[config.mk]
export PLATFORM = sky130hd
export DESIGN_NAME = air_sensor_frame_parser
export DESIGN_NICKNAME = d
export VERILOG_FILES = /design/src/hw/rtl/asfp_pkg.sv /design/src/hw/rtl/asfp_parser.sv /design/src/hw/rtl/asfp_out_stage.sv /design/src/hw/rtl/air_sensor_frame_parser.sv
export SDC_FILE = /design/constraint.sdc
export NUM_CORES = 1
export LEC_CHECK = 0
export BUFFER_PORTS_ARGS = -buffer_cell sky130_fd_sc_hd__buf_2
export CAP_MARGIN = 20
export CELL_PAD_IN_SITES_DETAIL_PLACEMENT = 0
export CELL_PAD_IN_SITES_GLOBAL_PLACEMENT = 2
export CORE_UTILIZATION = 39
export DETAILED_ROUTE_END_ITERATION = 10
export HOLD_SLACK_MARGIN = 0.02
export PLACE_DENSITY_LB_ADDON = 0.25
export RECOVER_POWER = 50
export SLEW_MARGIN = 10
export SYNTH_ARGS = -nofsm -noshare
export SYNTH_HDL_FRONTEND = slang
export SYNTH_SLANG_ARGS = --single-unit
[constraint.sdc]
create_clock -name clock -period 2.6 [get_ports clock]
set_input_delay 0.13 -clock clock [delete_from_list [all_inputs] [get_ports clock]]
set_output_delay 0.13 -clock clock [all_outputs]
set_load 0.02 [all_outputs]
[src/hw/rtl/asfp_pkg.sv]
`timescale 1ns / 1ps

package asfp_pkg;

   // Header bytes and checksum seed
   localparam logic [7:0] HDR_FIRST  = 8'hFF;
   localparam logic [7:0] HDR_SECOND = 8'h18;

   // Frame positions of the next byte
   localparam logic [2:0] POS_IDLE   = 3'd0;
   localparam logic [2:0] POS_FIRST  = 3'd1;
   localparam logic [2:0] POS_PM_HI  = 3'd2;
   localparam logic [2:0] POS_PM_LO  = 3'd3;
   localparam logic [2:0] POS_TVOC   = 3'd6;
   localparam logic [2:0] POS_CHECK  = 3'd7;

   // PM2.5 level codes
   localparam logic [2:0] PM_LVL_NONE     = 3'd0;
   localparam logic [2:0] PM_LVL_BEST     = 3'd1;
   localparam logic [2:0] PM_LVL_GOOD     = 3'd2;
   localparam logic [2:0] PM_LVL_MODERATE = 3'd3;
   localparam logic [2:0] PM_LVL_BAD      = 3'd4;

   // TVOC level codes
   localparam logic [2:0] TVOC_LVL_BEST     = 3'd0;
   localparam logic [2:0] TVOC_LVL_GOOD     = 3'd1;
   localparam logic [2:0] TVOC_LVL_MODERATE = 3'd2;
   localparam logic [2:0] TVOC_LVL_BAD      = 3'd3;
   localparam logic [2:0] TVOC_LVL_NONE     = 3'd4;

   // One result item
   typedef struct packed {
      logic [15:0] pm25_value;
      logic [7:0]  tvoc_value;
      logic [2:0]  pm25_level;
      logic [2:0]  tvoc_level;
      logic        checksum_ok;
   } result_type;

   // Level from the PM2.5 high byte
   function automatic logic [2:0] pm25_level_of(input logic [7:0] hi);
      logic [2:0] lvl;
      if (hi == 8'd0) begin
         lvl = PM_LVL_NONE;
      end else if (hi <= 8'd2) begin
         lvl = PM_LVL_BEST;
      end else if (hi <= 8'd4) begin
         lvl = PM_LVL_GOOD;
      end else if (hi <= 8'd6) begin
         lvl = PM_LVL_MODERATE;
      end else begin
         lvl = PM_LVL_BAD;
      end
      return lvl;
   endfunction

   // Level from the raw TVOC byte
   function automatic logic [2:0] tvoc_level_of(input logic [7:0] v);
      logic [2:0] lvl;
      case (v)
         8'd0:    lvl = TVOC_LVL_BEST;
         8'd1:    lvl = TVOC_LVL_GOOD;
         8'd2:    lvl = TVOC_LVL_MODERATE;
         8'd3:    lvl = TVOC_LVL_BAD;
         default: lvl = TVOC_LVL_NONE;
      endcase
      return lvl;
   endfunction

endpackage

[src/hw/rtl/asfp_parser.sv]
`timescale 1ns / 1ps

module asfp_parser import asfp_pkg::*; (
   input  logic       clock,
   input  logic       reset,
   input  logic       byte_valid,
   input  logic [7:0] byte_data,
   output logic       result_valid,
   output result_type result
);

   logic       in_frame_ff, in_frame_in;
   logic [2:0] frame_pos_ff, frame_pos_in;
   logic [7:0] prev_byte_ff, prev_byte_in;
   logic [7:0] run_sum_ff, run_sum_in;
   logic [7:0] pm_hi_ff, pm_lo_ff, tvoc_ff;
   logic       is_data;
   logic [7:0] expect_sum;

   assign is_data    = (frame_pos_ff != POS_IDLE) && (frame_pos_ff != POS_CHECK);
   assign expect_sum = 8'(8'd0 - run_sum_ff);

   // Next state of the frame tracker
   always_comb begin
      in_frame_in  = in_frame_ff;
      frame_pos_in = frame_pos_ff;
      prev_byte_in = prev_byte_ff;
      run_sum_in   = run_sum_ff;
      result_valid = 1'b0;
      if (byte_valid) begin
         if (!in_frame_ff) begin
            if (byte_data == HDR_SECOND) begin
               // lone 0x18 leaves the previous byte alone
               if (prev_byte_ff == HDR_FIRST) begin
                  in_frame_in  = 1'b1;
                  frame_pos_in = POS_FIRST;
                  run_sum_in   = HDR_SECOND;
               end
            end else begin
               prev_byte_in = byte_data;
            end
         end else begin
            prev_byte_in = byte_data;
            if (is_data) begin
               run_sum_in   = 8'(run_sum_ff + byte_data);
               frame_pos_in = 3'(frame_pos_ff + 3'd1);
            end else begin
               // checksum byte: emit and close the frame
               result_valid = 1'b1;
               in_frame_in  = 1'b0;
               frame_pos_in = POS_IDLE;
               run_sum_in   = HDR_SECOND;
            end
         end
      end
   end

   // Result fields from the captured bytes
   always_comb begin
      result.pm25_value  = {pm_hi_ff, pm_lo_ff};
      result.tvoc_value  = tvoc_ff;
      result.pm25_level  = pm25_level_of(pm_hi_ff);
      result.tvoc_level  = tvoc_level_of(tvoc_ff);
      result.checksum_ok = (byte_data == expect_sum);
   end

   // Control state
   always_ff @(posedge clock) begin
      if (reset) begin
         in_frame_ff  <= 1'b0;
         frame_pos_ff <= POS_IDLE;
         prev_byte_ff <= 8'd0;
         run_sum_ff   <= HDR_SECOND;
      end else begin
         in_frame_ff  <= in_frame_in;
         frame_pos_ff <= frame_pos_in;
         prev_byte_ff <= prev_byte_in;
         run_sum_ff   <= run_sum_in;
      end
   end

   // Captured data bytes, only the ones a result needs
   always_ff @(posedge clock) begin
      if (byte_valid && in_frame_ff) begin
         if (frame_pos_ff == POS_PM_HI) pm_hi_ff <= byte_data;
         if (frame_pos_ff == POS_PM_LO) pm_lo_ff <= byte_data;
         if (frame_pos_ff == POS_TVOC)  tvoc_ff  <= byte_data;
      end
   end

endmodule

[src/hw/rtl/asfp_out_stage.sv]
`timescale 1ns / 1ps

module asfp_out_stage import asfp_pkg::*; (
   input  logic       clock,
   input  logic       reset,
   input  logic       load,
   input  result_type load_data,
   output logic       free,
   output logic       out_valid,
   input  logic       out_ready,
   output result_type out_data
);

   logic       valid_ff, valid_in;
   result_type data_ff;

   // Room for a new result when empty or being drained this cycle
   assign free      = !valid_ff || out_ready;
   assign out_valid = valid_ff;
   assign out_data  = data_ff;

   always_comb begin
      valid_in = valid_ff;
      if (load) begin
         valid_in = 1'b1;
      end else if (out_ready) begin
         valid_in = 1'b0;
      end
   end

   always_ff @(posedge clock) begin
      if (reset) begin
         valid_ff <= 1'b0;
      end else begin
         valid_ff <= valid_in;
      end
   end

   always_ff @(posedge clock) begin
      if (load) begin
         data_ff <= load_data;
      end
   end

endmodule

[src/hw/rtl/air_sensor_frame_parser.sv]
// A frame's result is registered and shown in the cycle after its checksum byte transfer.
// Throughput: one byte per cycle; the single output register gates req_ready
// only while a result waits and rsp_ready is low.
// Reset: synchronous, active high; clears the frame tracker and empties the
// output register. No clearing pass.
`timescale 1ns / 1ps

module air_sensor_frame_parser import asfp_pkg::*; (
   input  logic        clock,
   input  logic        reset,
   input  logic        req_valid,
   output logic        req_ready,
   input  logic [7:0]  req_rx_byte,
   output logic        rsp_valid,
   input  logic        rsp_ready,
   output logic [15:0] rsp_pm25_value,
   output logic [7:0]  rsp_tvoc_value,
   output logic [2:0]  rsp_pm25_level,
   output logic [2:0]  rsp_tvoc_level,
   output logic        rsp_checksum_ok
);

   logic       req_xfer;
   logic       res_valid;
   logic       out_free;
   result_type res_data;
   result_type out_data;

   assign req_ready = out_free;
   assign req_xfer  = req_valid && out_free;

   asfp_parser u_parser (
      .clock        (clock),
      .reset        (reset),
      .byte_valid   (req_xfer),
      .byte_data    (req_rx_byte),
      .result_valid (res_valid),
      .result       (res_data)
   );

   asfp_out_stage u_out (
      .clock     (clock),
      .reset     (reset),
      .load      (res_valid),
      .load_data (res_data),
      .free      (out_free),
      .out_valid (rsp_valid),
      .out_ready (rsp_ready),
      .out_data  (out_data)
   );

   assign rsp_pm25_value  = out_data.pm25_value;
   assign rsp_tvoc_value  = out_data.tvoc_value;
   assign rsp_pm25_level  = out_data.pm25_level;
   assign rsp_tvoc_level  = out_data.tvoc_level;
   assign rsp_checksum_ok = out_data.checksum_ok;

endmodule

# Yosys cells after proc, flatten, opt, wreduce, memory -nomap -nowiden
# Index checks and enable logic that the tools add are counted.
# word_totals
memories,0
mem_bits_rw,0
mem_bits_ro,0
elab_cells,73
reg_bits,76
output_inout_bits,33
latchBits,0
# op_classes
n_bitwise,0
n_eq_ne,11
shifts,0
mul,0
reduce_logical,18
div_mod_pow,0
add_sub_neg,3
muxes,23
order_cmp,3
# ops
cell,count
$mux 8,6
$eq 8x2->1 const B,2
$le 8x3->1 const B,2
$logic_not 8->1,2
$mux 3,5
$pmux 3 s4,1
$mux 1,10
$add 8x8->8,1
$eq 8x1->1 const B,1
$eq 8x5->1 const B,1
$eq 8x8->1,1
$eq 8x8->1 const B,1
$le 8x2->1 const B,1
$reduce_and 2->1,4
$sub 1x8->8 const A,1
$eq 3x2->1 const B,2
$reduce_bool 2->1,3
$add 3x1->3 const B,1
$eq 3x3->1 const B,1
$logic_and 1x1->1,3
$ne 3x3->1 const B,1
$reduce_and 3->1,1
$reduce_bool 3->1,1
$reduce_or 3->1,1
other kinds (5),5

# Depth between registers and ports, before layout
# Gate-level depths: netlist of run 1.
# depth
ltp_word,6
ltp_mapped,8

# Modules after synthesis
# Synthesis of run 1 repeated with hierarchy kept, for this count alone.
# hier_totals
cells_unflattened,251
hier_area_um2,3205.6
# by_module_without_submodules
module,cells_per_inst,instances,area_per_inst_um2
asfp_parser,215,1,2222.1
asfp_out_stage,35,1,977.2
air_sensor_frame_parser,1,1,6.3

# Worst setup path before layout of run 1
# No wires, ideal clock.
# synth_path
kind,flip-flop to flip-flop
startpoint,"register u_out.valid_ff, in the netlist u_out.out_valid"
endpoint,"register u_out.data_ff, in the netlist u_out.out_data[0], enable pin"
setup_slack_ns,0.289
t_arrival_ns,1.925
synth_period_minus_slack_ns,2.311
setup_time_ns,0.386
path_stages_with_launch,7
path_cell_list,dfxtp_1 -> nand2b_1 -> and2_1 -> clkbuf_1 -> nand2_1 -> or2_2 -> inv_1
# synth_between
elab_chain_cells,4
# synth_rtl
item,line_no,source
start: declaration,asfp_out_stage.sv:14,"logic valid_ff, valid_in;"
start signal: assignment,asfp_out_stage.sv:35,valid_ff <= valid_in;
$logic_not 1->1,asfp_out_stage.sv:18,assign free = !valid_ff || out_ready;
$logic_or 1x1->1,asfp_out_stage.sv:18,
via req_ready,air_sensor_frame_parser.sv:12,"output logic req_ready,"
$logic_and 1x1->1,air_sensor_frame_parser.sv:30,assign req_xfer = req_valid && out_free;
$mux 1,asfp_parser.sv:30,if (byte_valid) begin
via res_valid,air_sensor_frame_parser.sv:24,logic res_valid;
end signal: assignment,asfp_out_stage.sv:41,data_ff <= load_data;
end: declaration,asfp_out_stage.sv:15,result_type data_ff;
# The timed path passes the listed nets, and every way through them passes these cells.
# A chain may end at the register's enable or synchronous reset.

# Worst setup path in the final report of run 1
# layout_path
startpoint,register u_parser.run_sum_ff[6]
endpoint,register u_parser.run_sum_ff[7]
# layout_between
elab_chain_cells,3
# layout_rtl
item,line_no,source
start: declaration,asfp_parser.sv:15,"logic [7:0] run_sum_ff, run_sum_in;"
start signal: assignment,asfp_parser.sv:78,run_sum_ff <= run_sum_in;
$add 8x8->8,asfp_parser.sv:45,run_sum_in = 8'(run_sum_ff + byte_data);
$mux 8,asfp_parser.sv:44,if (is_data) begin
$mux 8,asfp_parser.sv:31,if (!in_frame_ff) begin
# Every way passes these cells.

==> implementation parameters, run 1 <==
Parameter                              Value

Critical path
  Crit Reg-Reg Startpoint    u_parser.run_sum_ff[6]$_SDFFE_PP0P_
  R2R cell count    6
  Largest fanout of any net on the critical path    7
  Capture point of the worst reg-to-reg path    u_parser.run_sum_ff[7]$_SDFFE_PP0P_
  Worst setup slack for register-to-register paths    430 ps
  Nature of the critical path startpoint    register
  CP Capture Type    register
  Required time at the worst-slack endpoint    between 2000 and 3000 ps
  Arrival time at the worst endpoint    around 2400 ps
  Path type of the worst setup path    register to register

Worst hold path
  Capture endpoint of the worst hold path    u_out.out_valid$_SDFFE_PP0P_
  Cell count of the worst hold path    3
  Worst min-delay path category    input pin to register
  Worst Hold Launch    rsp_ready

Drt
  Post-detailed-route via-to-cell ratio    about 5
  DR vias    2056
  DR DRC count    0
  Post-route antenna net violation count    0
  Routed len/inst    15.18 um
  Met2 routed wirelength    3124 um
  Length of routed wiring on met1    2743 um
  First drt pass iteration count    4
  First-iteration detailed-routing DRC count    80
  Met3 WL    299 um
  Uppermost metal layer occupied by signal nets    met4
  Total wire length    6237 um

Layout
  Final std cell area, no fill    3819 sq um
  Total area of multi-input combinational cells    1051 sq um
  Register cell area after layout    2072 sq um
  Total of fill cells in the finished design    732
  NumNets Final    approximately 330
  Total inserted antenna cells    0
  Fraction of final layout cells with drive strength greater than 1    11.65%
  Area growth from synthesis to final layout    19.13%

Timing
  Final number of max-transition violations    0
  Max Clock Skew    8.736 ps
  Transition time of the tightest slew-check pin    674.9 ps
  Unrepaired setup endpoints after global routing    false
  Normalized max-slew margin    54.74%
  Achievable clock frequency    460.0 MHz
  Final setup TNS    0 ps
  Number of endpoints failing setup at the final stage    0
  Count of endpoints failing hold in the final timing report    0
  Fin crit share    83.60%
  Shortest period the worst path allows    between 2000 and 2500 ps

Yosys
  Post-synth ARST share    0%
  Netlist area before placement    3206 sq um
  Number of warnings printed during yosys synthesis    0
  Synth cell types    between 40 and 50
  Number of synthesized register bits    76
  Leading post-synthesis cells by cell area    edfxtp_1 52%, dfxtp_1 13%, ha_1 4.7%, nand2_1 2.5%, a21oi_1 2.2%
  Post-synth EDFFs    55
  Average cell area after synthesis    ~13 sq um
  Most frequently used cell type in the post-synthesis netlist    edfxtp_1
  Area fraction of the dominant cell type after synthesis    about half
  Total nets after synthesis    272
  Post-synthesis instance total    247
  Most common flop cell mapped by yosys    edfxtp_1
  Cell type with the largest total area after synthesis    edfxtp_1
  Most common library cells after synthesis    55 x edfxtp_1, 21 x dfxtp_1, 21 x nand2_1, 15 x inv_1, 14 x a21oi_1
  Post-synthesis sequential area ratio    64.64%

Clocking
  Root buffer cell    clkbuf_8
  CTS tree    built
  Sink count of the clock tree    76
  Number of setup buffers added after CTS    0
  Maximum level of the CTS H-tree    3
  Total CTS buffers    9
  Post-cts hold buffer count    0
  Number of buffers on the longest clock path    2
  Clock transition at the registers of the reported paths    80 ps
  CTS resizes    0
  Clock latency at the later pin of the worst-skew pair    approximately 340 ps

Power and ir drop
  Power share of the clock group    46.0%
  Net switching power    0.4922 mW
  Gate power share    3.2%
  Overall power after layout    about 2.6 mW
  Internal portion of total power    2.062 mW
  Sequential power share    around half
  Cell Pwr Density    669.0 nW/um^2
  Worst IR Drop VDD    226.3 uV
  Reported leakage power    1.349 nW
  Sw frac    about a fifth

Global route
  Largest net degree at the start of global routing    33
  First-pass GRT wire length    9998 um
  Antenna violations before repair    0
  Vias in the first global route    1966
  Total routing resource utilization after global routing    15.82%
  GRT Residual Overflow    0

Placement
  Final RePlAce weighted congestion    ~0.78
  Total placed instance area    3603 sq um
  Count of input and output buffers    44
  DP HPWL    4531 um

Floorplanning
  # rows    32
  Vert. Die Dim    ~93 um
  Horizontal extent of the die    92.66 um
  DIE AREA    between 8000 and 9000 sq um
  I/O pins    between 40 and 50
  Core Area    7848 sq um
  Effective utilization at floorplan    between 40% and 50%

Run
  Max capacitance violation total    0

Run status
  Result of the run    completed
==> per-stage QoR <==
step	hold slack [ps]	std cells	worst slack, ps	util [%]
after global routing	111.9	411	287.0	48.66
after detailed placement	404.5	395	455.4	45.92
after CTS	61.86	411	470.0	49.30
final	91.19	411	426.3	48.66
after floorplan	228.9	247	288.8	-
after global placement	401.5	395	460.4	45.92
==> kinds of logic after synthesis <==
family / count (synthesis) / share of synthesized area (%)
AOI/OAI and AO/OA: 42 / 8.861
xor gates and xnor gates: 15 / 4.098
adders and majority gates: 13 / 5.308
buffers and inverters: 22 / 2.576
DFF: 76 / 64.64
muxes: 6 / 1.874
and+or+nand+nor: 73 / 12.65
==> metal layers <==
layer  vias up  GRT usage [%]
met1       968          19.40
met5         -              0
met4         0          5.385
met2        61          27.53
met3         7          3.448
li1       1020              -
==> cell usage in the layout (no fill, tap or decap), drive strengths merged, types with 7 or more instances in the layout <==
| cell type | n |
|---|---|
| xor2 | 8 |
| xnor2 | 7 |
| ha | 12 |
| edfxtp | 55 |
| inv | 16 |
| buf | 12 |
| nand2 | 21 |
| nor2 | 12 |
| dfxtp | 21 |
| a21oi | 14 |
| clkbuf | 50 |
==> area by class of cell <==
class	count	area share (%)
Sequential cell	76	54.26
Multi-Input combinational cell	149	27.52
Timing Repair Buffer	52	6.356
Clock inverter	6	3.604
Clock buffer	10	3.342
Tap cell	102	3.342
Inverter	16	1.573
==> registers in the layout, summed over array words and instances, names as in the netlist <==
| register | cells |
|---|---|
| u_parser.pm_hi_ff | 8 |
| u_parser.tvoc_ff | 8 |
| u_out.out_valid | 1 |
| u_parser.pm_lo_ff | 8 |
| u_parser.run_sum_ff | 8 |
| u_parser.frame_pos_ff | 3 |
| u_parser.in_frame_ff | 1 |
| u_parser.prev_byte_ff | 8 |
| u_out.out_data | 31 |
==> power by group through the flow <==
stage	clock, mW	sequential, mW	combinational, mW
final	1.17	1.30	0.0828
after detailed placement	0	1.32	0.0861
after CTS	1.19	1.30	0.0861
after global placement	0	1.32	0.0851
after global routing	1.24	1.30	0.0935
after floorplan	0	1.32	0.0509
==> worst max-delay path, cell delays in order, from the launching register on <==
cell	delay, ps
dfxtp_1	390
ha_1	320
a2111oi_0	430
o21ai_1	160
nand3_1	130
or4b_2	590
o221ai_1	80
==> worst max path at each step <==
stage | from | to | slack, ps
detailed placement | req_rx_byte[5] | u_parser.run_sum_ff[2]$_SDFFE_PP0P_ | 460
CTS | u_parser.run_sum_ff[6]$_SDFFE_PP0P_ | u_parser.run_sum_ff[7]$_SDFFE_PP0P_ | 470
finish | u_parser.run_sum_ff[6]$_SDFFE_PP0P_ | u_parser.run_sum_ff[7]$_SDFFE_PP0P_ | 430
global placement | u_parser.run_sum_ff[0]$_SDFFE_PP0P_ | u_parser.run_sum_ff[6]$_SDFFE_PP0P_ | 460
global route | u_parser.run_sum_ff[0]$_SDFFE_PP0P_ | u_parser.run_sum_ff[6]$_SDFFE_PP0P_ | 290
floorplan | u_out.out_valid$_SDFFE_PP0P_ | u_out.out_data[0]$_DFFE_PP_ | 290
(Power assumes the default switching activity.)
==> inputs of run 2 (changes only) <==
- clock period: 2.6 -> 2.1 ns (I/O delays scaled with it)
==> implementation parameters, run 2 (synthesis gave the netlist of run 1 again) <==
Parameter                              Value

Global route
  Largest net degree at the start of global routing    33 (unchanged)
  First-pass GRT wire length    10110 um (was 9998 um)
  Vias in the first global route    1963 (was 1966)
  Total routing resource utilization after global routing    16.02% (was 15.82%)
  Antenna violations before repair    0 (unchanged)
  GRT Residual Overflow    0 (unchanged)

Layout
  Final std cell area, no fill    3909 sq um (was 3819 sq um)
  NumNets Final    342 (was 329)
  Final core utilization    49.81% (was 48.66%)
  Fraction of final layout cells with drive strength greater than 1    14.95% (was 11.65%)
  Commonest cells after routing, fill and taps aside    55 x edfxtp_1, 46 x clkbuf_1, 21 x nand2_1, 21 x dfxtp_1 (was 55 x edfxtp_1, 41 x clkbuf_1, 21 x nand2_1, 21 x dfxtp_1, 15 x inv_1)
  Number of cells in the finished layout apart from fillers    423 (was 411)
  Largest register FFs    31 (unchanged)
  Most common cell after layout, fill and taps aside    edfxtp_1 (unchanged)
  Total inserted antenna cells    0 (unchanged)
  Area growth from synthesis to final layout    21.94% (was 19.13%)
  Total of fill cells in the finished design    745 (was 732)

Clocking
  Clock latency at the later pin of the worst-skew pair    340 ps (about the same)
  Total CTS buffers    9 (unchanged)
  Number of setup buffers added after CTS    0 (unchanged)
  Number of buffers on the longest clock path    2 (unchanged)
  Clock transition at the registers of the reported paths    80 ps (about the same)
  CTS tree    built (unchanged)
  Sink count of the clock tree    76 (unchanged)
  Maximum level of the CTS H-tree    3 (unchanged)
  Root buffer cell    clkbuf_8 (unchanged)

Run status
  Result of the run    completed (unchanged)

Drt
  Post-route antenna net violation count    0 (unchanged)
  Post-detailed-route via-to-cell ratio    4.849 (was 5.002)
  DR DRC count    0 (unchanged)
  Total wire length    6313 um (was 6237 um)
  DR vias    2051 (was 2056)
  Routed len/inst    14.92 um (was 15.18 um)
  First-iteration detailed-routing DRC count    45 (was 80)
  First drt pass iteration count    4 (unchanged)

Floorplanning
  DIE AREA    8586 sq um (unchanged)
  Horizontal extent of the die    92.66 um (unchanged)
  Vert. Die Dim    92.66 um (unchanged)
  Effective utilization at floorplan    40.85% (unchanged)
  # rows    32 (unchanged)
  Core Area    7848 sq um (unchanged)
  I/O pins    45 (unchanged)

Placement
  DP HPWL    4617 um (was 4531 um)
  Count of input and output buffers    44 (unchanged)
  Final RePlAce weighted congestion    0.7596 (was 0.7829)
  Placed Cells    407 (was 395)
  Total placed instance area    3697 sq um (was 3603 sq um)

Critical path
  Nature of the critical path startpoint    register (unchanged)
  Most common cell on crit path    a21oi_1
  Required time at the worst-slack endpoint    2360 ps (was 2870 ps)
  CP Capture Type    register (unchanged)
  Critical-path cell list    ha_2 -> o21ai_0 -> a21oi_1 -> a21oi_1 -> or4b_2 -> o221ai_1 (was ha_1 -> a2111oi_0 -> o21ai_1 -> nand3_1 -> or4b_2 -> o221ai_1)
  Path type of the worst setup path    register to register (unchanged)
  R2R cell count    6 (unchanged)
  Largest fanout of any net on the critical path    7 (unchanged)
  Crit-path slowest cell    or4b_2 (unchanged)
  Arrival time at the worst endpoint    2240 ps (was 2440 ps)
  Delay contributed by the slowest stage of the critical path    660 ps (was 590 ps)

Timing
  Count of endpoints failing hold in the final timing report    0 (unchanged)
  Normalized max-slew margin    68.52% (was 54.74%)
  Max Clock Skew    11.71 ps (was 8.736 ps)
  Final setup TNS    0 ps (unchanged)
  Final number of max-transition violations    0 (unchanged)
  Unrepaired setup endpoints after global routing    false (unchanged)
  Number of endpoints failing setup at the final stage    0 (unchanged)
  Shortest period the worst path allows    1978 ps (was 2174 ps)
  Achievable clock frequency    505.6 MHz (was 460.0 MHz)
  Fin crit share    94.18% (was 83.60%)
  Transition time of the tightest slew-check pin    472.2 ps (was 674.9 ps)

Power and ir drop
  Worst IR Drop VDD    320.6 uV (was 226.3 uV)
  Reported leakage power    1.373 nW (was 1.349 nW)
  Cell Pwr Density    775.6 nW/um^2 (was 669.0 nW/um^2)

Worst hold path
  Cell count of the worst hold path    3 (unchanged)
  Worst min-delay path category    input pin to register (unchanged)

Run
  Max capacitance violation total    0 (unchanged)
[run 2: worst paths after layout]
check | end | startpoint | slack [ps]
worst max register to register | u_parser.run_sum_ff[7]$_SDFFE_PP0P_ | u_parser.run_sum_ff[6]$_SDFFE_PP0P_ | 120
worst min-delay path | u_out.out_valid$_SDFFE_PP0P_ | rsp_ready | 60
worst min register to register | u_out.out_data[17]$_DFFE_PP_ | u_parser.pm_lo_ff[2]$_DFFE_PP_ | 420
worst max-delay path | u_parser.run_sum_ff[7]$_SDFFE_PP0P_ | u_parser.run_sum_ff[6]$_SDFFE_PP0P_ | 120
[run 2: where the power goes]
part / switching [mW] / total (mW) / internal (mW)
sequential: 0.00429 / 1.61 / 1.60
clock: 0.519 / 1.31 / 0.787
combinational: 0.0736 / 0.120 / 0.0460
total: 0.597 / 3.03 / 2.43
[run 2: cell type report]
type	instances	area (sq um)	share of cell area, %
clock buffers	9	123.9	3.169
clock inverters	6	112.6	2.881
inverters	16	63.81	1.633
multi-input cells	149	1089	27.85
flip-flops and latches	76	2072	53.01
well taps	102	127.6	3.265
repair buffers	65	320.3	8.195
[run 2: what timing repair did]
action / in CTS / in global routing
resized for setup: 0 / 9
endpoints found under the setup margin: 0 / 3
hold buffers: 1 / 0
hold endpoints to repair: 1 / 0
[run 2: worst max-delay path, delay by kind of cell (launching register included)]
family	cells	cell delay, ps
flops	1	320
simple gates	1	660
fa+ha+maj	1	410
compound gates	4	510
[run 2: metrics by stage]
stage               power [mW]  hold slack, ps  setup slack [ps]
floorplan                1.702           203.9            -9.143
global placement         1.759           385.9             56.99
detailed placement       1.760           382.0             27.67
CTS                      3.064           31.47             8.622
global route             3.136           48.55             1.519
finish                   3.032           55.51             122.2
[run 2: per-layer routing]
metal	up-vias	global-route usage (%)	wire, um	share of wire, %
met2	43	27.22	3091	49
met5	-	0	0	0
met3	7	3.941	246	3.9
met4	0	6.410	80	1.3
li1	1051	-	-	-
met1	950	19.52	2894	46
